File: src/hdl/sdlcg_pkg.sv
package sdlcg_pkg;

    localparam int VAL_W          = 31;
    localparam int MUL_W          = 16;
    localparam int PROD_W         = VAL_W + MUL_W;
    localparam int DEF_TABLE_SIZE = 32;
    localparam int WARM_EXTRA     = 8;

    localparam logic [31:0] MOD1      = 32'd2147483563;
    localparam logic [31:0] MOD2      = 32'd2147483399;
    localparam logic [31:0] MOD1_LESS = 32'd2147483562;

    localparam logic [MUL_W-1:0] MUL1 = 16'd40014;
    localparam logic [MUL_W-1:0] MUL2 = 16'd40692;

    // 2^31 mod m for each modulus
    localparam logic [7:0] COMP1 = 8'd85;
    localparam logic [7:0] COMP2 = 8'd249;

    localparam logic [VAL_W-1:0] FIRST_INIT  = 31'd1;
    localparam logic [VAL_W-1:0] SECOND_INIT = 31'd123456789;

    localparam logic CMD_RESEED = 1'b1;

    localparam logic [1:0] STEP_WAIT = 2'd2;

    typedef enum logic [2:0] {
        S_IDLE,
        S_WARM,
        S_ALIGN,
        S_READ,
        S_COMMIT
    } state_t;

    typedef struct packed {
        logic load_seed;
        logic warm_step;
        logic read_slot;
        logic commit;
    } dp_cmd_t;

    typedef struct packed {
        logic warm_last;
        logic out_free;
    } dp_status_t;

    // fold a product below 2^47 into [0, m) using 2^31 = comp (mod m)
    function automatic logic [VAL_W-1:0] fold_mod(
        input logic [PROD_W-1:0] p,
        input logic [7:0]        comp,
        input logic [31:0]       modulus
    );
        logic [31:0] s;
        logic [31:0] r;
        s = ({16'd0, p[PROD_W-1:VAL_W]} * {24'd0, comp}) + {1'b0, p[VAL_W-1:0]};
        r = (s >= modulus) ? (s - modulus) : s;
        return r[VAL_W-1:0];
    endfunction

endpackage

File: src/hdl/sdlcg_ctrl.sv
module sdlcg_ctrl import sdlcg_pkg::*; (
    input  logic       aclk,
    input  logic       aresetn,
    input  logic       s_valid,
    input  logic       s_cmd,
    output logic       s_ready,
    input  dp_status_t status,
    output dp_cmd_t    cmd
);

    state_t     state_reg;
    state_t     state_next;
    logic [1:0] phase_reg;
    logic [1:0] phase_next;

    always_ff @(posedge aclk) begin
        if (!aresetn) begin
            state_reg <= S_IDLE;
            phase_reg <= '0;
        end else begin
            state_reg <= state_next;
            phase_reg <= phase_next;
        end
    end

    always_comb begin
        state_next = state_reg;
        phase_next = phase_reg;
        cmd        = '0;
        s_ready    = (state_reg == S_IDLE);
        unique case (state_reg)
            S_IDLE: begin
                if (s_valid) begin
                    if (s_cmd == CMD_RESEED) begin
                        cmd.load_seed = 1'b1;
                        phase_next    = '0;
                        state_next    = S_WARM;
                    end else begin
                        state_next = S_READ;
                    end
                end
            end
            S_WARM: begin
                if (phase_reg == STEP_WAIT) begin
                    cmd.warm_step = 1'b1;
                    phase_next    = '0;
                    if (status.warm_last) begin
                        state_next = S_ALIGN;
                    end
                end else begin
                    phase_next = phase_reg + 2'd1;
                end
            end
            S_ALIGN: begin
                state_next = S_READ;
            end
            S_READ: begin
                cmd.read_slot = 1'b1;
                state_next    = S_COMMIT;
            end
            S_COMMIT: begin
                if (status.out_free) begin
                    cmd.commit = 1'b1;
                    state_next = S_IDLE;
                end
            end
            default: begin
                state_next = S_IDLE;
            end
        endcase
    end

    a_commit_free: assert property (@(posedge aclk) disable iff (!aresetn)
        cmd.commit |-> status.out_free)
        else $error("commit while output word still held");

    a_cmd_onehot: assert property (@(posedge aclk) disable iff (!aresetn)
        $onehot0(cmd))
        else $error("more than one datapath command");

    a_phase_range: assert property (@(posedge aclk) disable iff (!aresetn)
        (state_reg == S_WARM) |-> (phase_reg <= STEP_WAIT))
        else $error("warm-up phase out of range");

endmodule

File: src/hdl/sdlcg_datapath.sv
module sdlcg_datapath import sdlcg_pkg::*; #(
    parameter int TABLE_SIZE = DEF_TABLE_SIZE
) (
    input  logic             aclk,
    input  logic             aresetn,
    input  logic [VAL_W-1:0] s_seed,
    input  dp_cmd_t          cmd,
    output dp_status_t       status,
    input  logic             m_ready,
    output logic             m_valid,
    output logic [VAL_W-1:0] m_value
);

    localparam int IDX_W  = $clog2(TABLE_SIZE);
    localparam int WARM_W = $clog2(TABLE_SIZE + WARM_EXTRA);

    localparam logic [63:0] NDIV       = 64'd1 + {32'd0, MOD1_LESS} / 64'(TABLE_SIZE);
    localparam int          SLOT_SHIFT = VAL_W + $clog2(NDIV);
    localparam logic [63:0] RECIP      = ((64'd1 << SLOT_SHIFT) + NDIV - 64'd1) / NDIV;

    logic [VAL_W-1:0]  first_gen_reg;
    logic [VAL_W-1:0]  first_gen_next;
    logic [VAL_W-1:0]  second_gen_reg;
    logic [VAL_W-1:0]  second_gen_next;
    logic [VAL_W-1:0]  shuffle_out_reg;
    logic [VAL_W-1:0]  shuffle_out_next;
    logic [WARM_W-1:0] warm_cnt_reg;
    logic [WARM_W-1:0] warm_cnt_next;
    logic [TABLE_SIZE-1:0] valid_reg;
    logic [TABLE_SIZE-1:0] valid_next;
    logic              m_valid_reg;
    logic              m_valid_next;
    logic [VAL_W-1:0]  m_value_reg;

    logic [PROD_W-1:0] prod1_reg;
    logic [PROD_W-1:0] prod2_reg;
    logic [VAL_W-1:0]  y1_reg;
    logic [VAL_W-1:0]  y2_reg;
    logic [63:0]       slot_prod_reg;

    logic [VAL_W-1:0]  slot_mem [TABLE_SIZE];
    logic [VAL_W-1:0]  rd_data_reg;
    logic              rd_ok_reg;

    logic [IDX_W-1:0]  slot;
    logic [VAL_W-1:0]  seed_eff;
    logic              warm_wr;
    logic              wr_en;
    logic [IDX_W-1:0]  wr_addr;
    logic [VAL_W-1:0]  entry;
    logic [31:0]       diff;
    logic [31:0]       wrapped;
    logic [VAL_W-1:0]  draw_value;

    // free-running generator steps: each state goes through a product register, then a fold register
    always_ff @(posedge aclk) begin
        prod1_reg     <= {16'd0, first_gen_reg} * {31'd0, MUL1};
        prod2_reg     <= {16'd0, second_gen_reg} * {31'd0, MUL2};
        y1_reg        <= fold_mod(prod1_reg, COMP1, MOD1);
        y2_reg        <= fold_mod(prod2_reg, COMP2, MOD2);
        slot_prod_reg <= {33'd0, shuffle_out_reg} * RECIP;
    end

    assign slot = slot_prod_reg[SLOT_SHIFT +: IDX_W];

    assign seed_eff = (s_seed == '0) ? FIRST_INIT : s_seed;
    assign warm_wr  = cmd.warm_step && (warm_cnt_reg < WARM_W'(TABLE_SIZE));
    assign wr_en    = warm_wr || cmd.commit;
    assign wr_addr  = cmd.commit ? slot : warm_cnt_reg[IDX_W-1:0];

    always_ff @(posedge aclk) begin
        if (wr_en) begin
            slot_mem[wr_addr] <= y1_reg;
        end
        if (cmd.read_slot) begin
            rd_data_reg <= slot_mem[slot];
            rd_ok_reg   <= valid_reg[slot];
        end
        if (cmd.commit) begin
            m_value_reg <= draw_value;
        end
    end

    assign entry      = rd_ok_reg ? rd_data_reg : '0;
    assign diff       = {1'b0, entry} - {1'b0, y2_reg};
    assign wrapped    = (diff[31] || diff == '0) ? (diff + MOD1_LESS) : diff;
    assign draw_value = wrapped[VAL_W-1:0];

    always_comb begin
        first_gen_next   = first_gen_reg;
        second_gen_next  = second_gen_reg;
        shuffle_out_next = shuffle_out_reg;
        warm_cnt_next    = warm_cnt_reg;
        valid_next       = valid_reg;
        m_valid_next     = m_valid_reg && !m_ready;
        if (cmd.load_seed) begin
            first_gen_next  = seed_eff;
            second_gen_next = seed_eff;
            warm_cnt_next   = WARM_W'(TABLE_SIZE + WARM_EXTRA - 1);
        end
        if (cmd.warm_step) begin
            first_gen_next = y1_reg;
            if (warm_cnt_reg == '0) begin
                shuffle_out_next = y1_reg;
            end else begin
                warm_cnt_next = warm_cnt_reg - 1'b1;
            end
        end
        if (wr_en) begin
            valid_next[wr_addr] = 1'b1;
        end
        if (cmd.commit) begin
            first_gen_next   = y1_reg;
            second_gen_next  = y2_reg;
            shuffle_out_next = draw_value;
            m_valid_next     = 1'b1;
        end
    end

    always_ff @(posedge aclk) begin
        if (!aresetn) begin
            first_gen_reg   <= FIRST_INIT;
            second_gen_reg  <= SECOND_INIT;
            shuffle_out_reg <= '0;
            warm_cnt_reg    <= '0;
            valid_reg       <= '0;
            m_valid_reg     <= 1'b0;
        end else begin
            first_gen_reg   <= first_gen_next;
            second_gen_reg  <= second_gen_next;
            shuffle_out_reg <= shuffle_out_next;
            warm_cnt_reg    <= warm_cnt_next;
            valid_reg       <= valid_next;
            m_valid_reg     <= m_valid_next;
        end
    end

    assign status.warm_last = (warm_cnt_reg == '0);
    assign status.out_free  = !m_valid_reg || m_ready;
    assign m_valid          = m_valid_reg;
    assign m_value          = m_value_reg;

    a_value_nonzero: assert property (@(posedge aclk) disable iff (!aresetn)
        m_valid_reg |-> (m_value_reg != '0))
        else $error("output word out of range");

    a_commit_shows: assert property (@(posedge aclk) disable iff (!aresetn)
        cmd.commit |=> m_valid_reg)
        else $error("committed word not presented");

    a_warm_bound: assert property (@(posedge aclk) disable iff (!aresetn)
        warm_cnt_reg <= WARM_W'(TABLE_SIZE + WARM_EXTRA - 1))
        else $error("warm-up count out of range");

endmodule

File: src/hdl/shuffled_dual_lcg_random.sv
// Combined two-generator random source with a TABLE_SIZE-entry shuffle table.
// A draw word (s_cmd = 0) reads the shuffle table in S_READ at the slot
// picked by the last output, then in S_COMMIT forms the result and presents
// it once the output register is free. The block is back in idle in the
// cycle m_valid rises. The two modular multiply pipelines run through a
// product register and a fold register behind the generator state and are
// ready by the time the commit needs them. A reseed word (s_cmd = 1) runs
// TABLE_SIZE+8 warm-up steps of the first generator, each waiting for its
// multiply/fold pipeline, then passes S_ALIGN and draws once. The block takes
// a new word while a finished result still waits on m_ready; a result waits
// only for the output register to free. Draws before any reseed run from the
// reset state with an all-zero table.
module shuffled_dual_lcg_random import sdlcg_pkg::*; #(
    parameter int TABLE_SIZE = DEF_TABLE_SIZE
) (
    input  logic             aclk,
    input  logic             aresetn,
    input  logic             s_valid,
    output logic             s_ready,
    input  logic             s_cmd,
    input  logic [VAL_W-1:0] s_seed,
    output logic             m_valid,
    input  logic             m_ready,
    output logic [VAL_W-1:0] m_value
);

    dp_cmd_t    cmd;
    dp_status_t status;

    sdlcg_ctrl u_ctrl (
        .aclk    (aclk),
        .aresetn (aresetn),
        .s_valid (s_valid),
        .s_cmd   (s_cmd),
        .s_ready (s_ready),
        .status  (status),
        .cmd     (cmd)
    );

    sdlcg_datapath #(
        .TABLE_SIZE (TABLE_SIZE)
    ) u_datapath (
        .aclk    (aclk),
        .aresetn (aresetn),
        .s_seed  (s_seed),
        .cmd     (cmd),
        .status  (status),
        .m_ready (m_ready),
        .m_valid (m_valid),
        .m_value (m_value)
    );

endmodule
File: config.mk
export PLATFORM = sky130hd
export DESIGN_NAME = shuffled_dual_lcg_random
export DESIGN_NICKNAME = d
export VERILOG_FILES = /design/src/hdl/sdlcg_pkg.sv /design/src/hdl/sdlcg_ctrl.sv /design/src/hdl/sdlcg_datapath.sv /design/src/hdl/shuffled_dual_lcg_random.sv
export SDC_FILE = /design/constraint.sdc
export NUM_CORES = 2
export LEC_CHECK = 0
export CORE_MARGIN = 2
export CORE_UTILIZATION = 34
export DETAILED_ROUTE_END_ITERATION = 8
export DONT_BUFFER_PORTS = 1
export HOLD_SLACK_MARGIN = 0.03
export PLACE_DENSITY_LB_ADDON = 0.25
export SLEW_MARGIN = 20
export SYNTH_ARGS = -nofsm -noshare
export SYNTH_HDL_FRONTEND = slang
export SYNTH_SLANG_ARGS = --single-unit
export TNS_END_PERCENT = 50
File: constraint.sdc
create_clock -name aclk -period 6.95 [get_ports aclk]
set_clock_uncertainty 0.15 [all_clocks]
set_input_delay 0.3475 -clock aclk [delete_from_list [all_inputs] [get_ports aclk]]
set_output_delay 0.3475 -clock aclk [all_outputs]
set_load 0.02 [all_outputs]
* Word level (Yosys, flattened, before mapping)
Memory sizes are Yosys's and may differ from the RTL's. A register that Yosys moved wholly into a read port is not among the register bits. Cells that the tools add are included.
Operators by class: muxes and demuxes 41, bitwise gates (word level) 1, equality and inequality tests 10, add/subtract/negate cells 8, magnitude comparators 6, multipliers 5, reductions and logical operators 20, shift operators 0, div/mod/pow operators 0
Operator list (count):
- $mux 31 | 12
- $ge 32x31->1 const B | 2
- $mul 31x32->62 const B | 1
- $sub 31x31->31 const B | 2
- $mul 31x15->46 const B | 1
- $mul 31x14->45 const B | 1
- $add 23x31->32 | 1
- $add 24x31->32 | 1
- $logic_not 32->1 | 1
- $or 32x32->32 | 1
- $sub 31x31->32 | 1
- $add 31x31->31 const B | 1
- $logic_not 31->1 | 1
- $mul 16x8->24 const B | 1
- $mul 16x7->23 const B | 1
- $mux 6 | 3
- $pmux 3 s5 | 1
- $mux 1 | 13
- $lt 5x6->1 const B | 2
- $mux 3 | 4
- $mux 2 | 4
- $reduce_bool 2->1 | 4
- $eq 3x2->1 const B | 2
- $logic_not 6->1 | 1
- other kinds (21) | 29
Storage, ports and cells: bits in registers 384, input bits 36, memory bits (writable) 992, logic and storage cells 107, output and inout port bits 33, memories 1, latch bits 0, memory bits (read-only) 0
Memories:
- u_datapath.slot_mem | words 32, width 31, rd ports 1, clocked after Yosys merged registers in 1, wr ports 1, line sdlcg_datapath.sv:41 | logic [VAL_W-1:0] slot_mem [TABLE_SIZE];

* Depth between registers and ports, before layout
word-level depth 10, depth in mapped cells 24, mapped depth without buffers 24

* Modules after synthesis
From an unflattened synthesis, not the netlist that was laid out.
Unflattened totals: cells, all modules 5767, area total of the unflattened synthesis 78004.8 sq um
By module, submodules not included:
- sdlcg_datapath | times used 1, cells an instance 5733, area each 77720.8 sq um, sequential area each 37486.0 sq um
- sdlcg_ctrl | times used 1, cells an instance 34, area each 284.0 sq um, sequential area each 100.1 sq um

* Worst setup path before layout
Ideal clock, no wire load.
path type register to register, start reg u_datapath.second_gen_reg[3], end reg u_datapath.prod2_reg[46], path buffers 0, arrival time 6.222 ns, library setup time 0.150 ns, period minus slack after synthesis 6.522 ns, setup slack 0.428 ns, data required time 6.650 ns, cell stages (with the launch flop) 22, cell sequence dfxtp_1 > fa_1 > fa_1 > inv_1 > fa_1 > inv_1 > fa_1 > fa_1 > inv_1 > fa_1 > inv_1 > ha_1 > and4_1 > and3_1 > a31oi_1 > o311ai_0 > a31oi_1 > o211ai_1 > a21boi_0 > o21ai_0 > o41ai_1 > o311ai_0
On the way: word-level cells in the longest chain between the ends 1
Ends and longest elaborated chain:
- start, declared | line sdlcg_datapath.sv:23 | logic [VAL_W-1:0] second_gen_reg;
- start signal, assigned | line sdlcg_datapath.sv:130 | second_gen_reg <= second_gen_next;
- $mul 31x14->45 | line sdlcg_datapath.sv:58 | prod2_reg <= {16'd0, second_gen_reg} * {31'd0, MUL2};
- end signal, assigned | line sdlcg_datapath.sv:58
- end, declared | line sdlcg_datapath.sv:36 | logic [PROD_W-1:0] prod2_reg;
No other way between the ends. A chain may end at the register's enable or synchronous reset.

* Worst setup path after layout
start reg u_datapath.prod1_reg[34], end reg u_datapath.y1_reg[1]
On the way: word-level cells in the longest chain between the ends 4
Ends and longest elaborated chain:
- start, declared | line sdlcg_datapath.sv:35 | logic [PROD_W-1:0] prod1_reg;
- start signal, assigned | line sdlcg_datapath.sv:57 | prod1_reg <= {16'd0, first_gen_reg} * {31'd0, MUL1};
- $mul 16x7->23 | line sdlcg_pkg.sv:55 | s = ({16'd0, p[PROD_W-1:VAL_W]} * {24'd0, comp}) + {1'b0, p[VAL_W-1:0]};
- $add 23x31->32 | line sdlcg_pkg.sv:55
- $ge 32x31->1 | line sdlcg_pkg.sv:56 | r = (s >= modulus) ? (s - modulus) : s;
- $mux 31 | line sdlcg_pkg.sv:56
- end signal, assigned | line sdlcg_datapath.sv:59 | y1_reg <= fold_mod(prod1_reg, COMP1, MOD1);
- end, declared | line sdlcg_datapath.sv:37 | logic [VAL_W-1:0] y1_reg;
No other way between the ends.

==> impl_summary.md <==
Outcome
The flow ran to the end, and the final reports show no timing, DRC or antenna violations.

Logic synthesis
In the post-synthesis netlist, the cell with the most instances is edfxtp_1. The gate count of the mapped netlist is around 5600. The biggest area contributor in the post-synthesis netlist is edfxtp_1. The cell area that synthesis handed to floorplanning was roughly 0.077 mm2.

Synthesis inferred about 1400 register bits. The most used flip-flop cell after synthesis is edfxtp_1. The share of the synthesized area in the top cell type is about two fifths. The portion of the post-synthesis area used by sequential elements is roughly half. The average instance in the mapped netlist occupies between 10 and 15 um2. The yosys synthesis warning count is 0. In this run, synthesis inferred 1055 flip-flops with an integrated enable. By count the netlist is led by edfxtp_1, inv_1, ha_1. The number of nets produced by synthesis is ~6700. The post-synthesis cell type count is 88. The proportion of synthesized flip-flops having asynchronous set or reset is 0%. By area the synthesized netlist is led by edfxtp_1, fa_1, ha_1, mux4_2, dfxtp_1.

Timing
The final worst hold slack is 0.280 ns. The time the worst path needs with I/O delays and setup is between 6 and 7 ns. Timing would allow up to 0.150 GHz. At the pin with the least slew margin, the transition time is 1.01 ns. Dividing the final minimum period by the clock period gives 95.8%. The final count of hold timing violations is 0. The number of pins exceeding their max-slew limit in the final report is 0.

Setup violations remaining at the end of the flow were counted as 0. Summed over all failing endpoints, the final setup total negative slack is 0 ns. The relative slew slack is approximately 32%.

Clocking
Post-CTS timing repair inserted 0 buffers for setup. The clock tree from TritonCTS is done. The H-tree generated during clock tree synthesis spans 4 levels. After clock tree synthesis, the clock-pin slew on the worst setup and hold paths is ~0.060 ns. At the later pin of the worst-skew pair, clock insertion delay measures around 0.84 ns. The total CTS buffers is 147. Counting along the longest clock path gives a buffer depth of 3. The clock sink total is between 1000 and 1500.

CTS placed an instance of clkbuf_16 at the clock tree root.

Global route
Entering global routing, the biggest net connects around 120 pins. Global routing finished with a remaining overflow of 0. For this run, the total global-route usage over all layers was measured as between 15 and 20%.

The first global-routing pass estimated roughly 340000 um of wire. The number of global-route vias before repair came to ~49000. The initial antenna violation count is 28.

Floorplan
The die covers around 0.23 mm2. The overall die width is roughly 480 um. The floorplan has around 170 rows. In this run the standard cell core region covers approximately 0.22 mm2. The starting density of the core is approximately 34%. During I/O placement, the number of pins put on the boundary was between 60 and 70. The height of the die is around 480 um.

Worst setup path
In this design, the stage delay of the slowest critical-path cell is between 0.6 and 0.7 ns. The classification of the worst setup path is reg -> reg. The cell type with the highest occurrence count on the critical path is fa_1. Walking the worst path, the cells encountered are ha_1 > inv_1 > fa_1 > fa_1 > fa_1 > inv_1 > ha_1 > a21o_1 > a221o_1 > a32o_1 > o21a_1 > o21a_1 > or4_1 > or4b_4 > nor4_4 > nand4_4 > buf_4 > nand2_1 > mux2_2. On the critical path the largest part of the delay comes from adder cells.

The top fanout value on the critical path is 20. The worst setup path is captured at a flip-flop. STA puts the critical path data arrival time at approximately 7 ns. The startpoint kind of the worst setup timing path is a flip-flop. For this design, the slowest cell found on the critical path is or4_1. The endpoint required time on the critical path is ~7.5 ns.

The buffering stage count on the worst path with inverters included is 3.

Drt
The remaining design rule violation count is 0. The DRC marker count from the first detailed-route iteration is about 4500. The via count of the routed design is around 47000. The final wirelength is ~230000 um. In the routed layout, each cell is associated on average with a via count of about 5.3. The number of search-and-repair iterations in the first detailed-routing pass is 8. In the final routed layout, each cell accounts on average for 25.6 um.

The count of nets left with antenna violations once routing finished came out at 0.

Layout
The ratio of cells with drive above 1 in the final layout is 13.7%. The flip-flop count of the largest register after layout is roughly 990. Compared with the post-synthesis result, the final layout area differs by 13.4%. After the last flow step, the layout net total stands at roughly 7000.

Hold path
The min-delay analysis places its worst path in the category in -> reg.

Job
Across the run, the number of max-cap violations was 0.

Placed design
The number of buffers inserted by port buffering is 0. The HPWL after detailed placement is approximately 160000 um. The congestion estimate from routability-driven global placement came to between 0.9 and 1.
-- area by class of cell --
type / count / area, um2
fill: 21200 / 138000
clock inverter: 79 / 1080
multi-input combinational: 3406 / 36400
timing repair buffer: 200 / 1690
inverter: 673 / 2530
clock buffer: 193 / 3960
antenna: 26 / 65.1
sequential: 1350 / 37600
tap: 2992 / 3740
-- cells in the final DEF, fill, tap and decap left out, types with 147 or more instances in the layout --
cell / Yosys / layout
ha_1: 615 / 614
buf_4: 0 / 148
inv_1: 671 / 670
clkbuf_16: 0 / 147
mux4_2: 320 / 320
edfxtp_1: 1055 / 1055
fa_1: 450 / 449
nand2_1: 326 / 326
dfxtp_1: 295 / 281
a21oi_1: 233 / 232
nor2_1: 250 / 213
-- worst min-delay path: cells and delay by family --
kind / cells / cell delay [ns]
compound gates: 1 / 0.14
simple gates: 2 / 0.13
buf+inv: 1 / 0.53
-- path summary, 6_finish.rpt --
check	startpoint	end	slack, ns	cells after the start
setup / recovery	u_datapath.prod1_reg[34]	u_datapath.y1_reg[1]	0.29	19
hold / removal	m_ready	u_ctrl.state_reg[2]	0.28	4
setup reg to reg	u_datapath.prod1_reg[34]	u_datapath.y1_reg[1]	0.29	19
hold reg to reg	u_datapath.valid_reg[8]	u_datapath.valid_reg[8]	0.32	2
-- timing repair --
action | in CTS | in global routing
hold endpoints to repair | 83 | 0
hold buffers | 46 | 0
resized for setup | 0 | 33
endpoints found under the setup margin | 0 | 55
-- per-stage QoR --
stage | instance area [um2] | util, % | instances | worst slack, ns
after floorplan | 76800 | - | 5612 | 0.428
after global routing | 87000 | 38.7 | 8898 | -0.0261
after detailed placement | 81400 | 36.2 | 8574 | 0.0604
after CTS | 86900 | 38.7 | 8892 | 0.0157
final | 87100 | 38.8 | 8919 | 0.295
after global placement | 81400 | 36.2 | 8573 | 0.178
-- cell families after synthesis --
| kind of cell | share of synthesized area, % |
|---|---|
| multiplexers | 9.57 |
| AO/OA/AOI/OAI | 6.90 |
| adder cells (fa/ha/maj) | 21.7 |
| flip-flops | 48.9 |
| buffers and inverters | 4.19 |
| XOR/XNOR | 2.44 |
| AND/OR/NAND/NOR | 6.24 |
-- routing by layer --
metal	vias to the layer above	routed length, um	GRT usage, %
met3	287	16500	3.87
met4	4	6210	5.38
met1	24500	103000	28.5
met2	1534	103000	30.9
li1	20900	-	-
met5	-	34	0
Power is left out: the tool's default activity adds up to more than one toggle a clock period on the data nets, which glitch-free logic cannot reach.
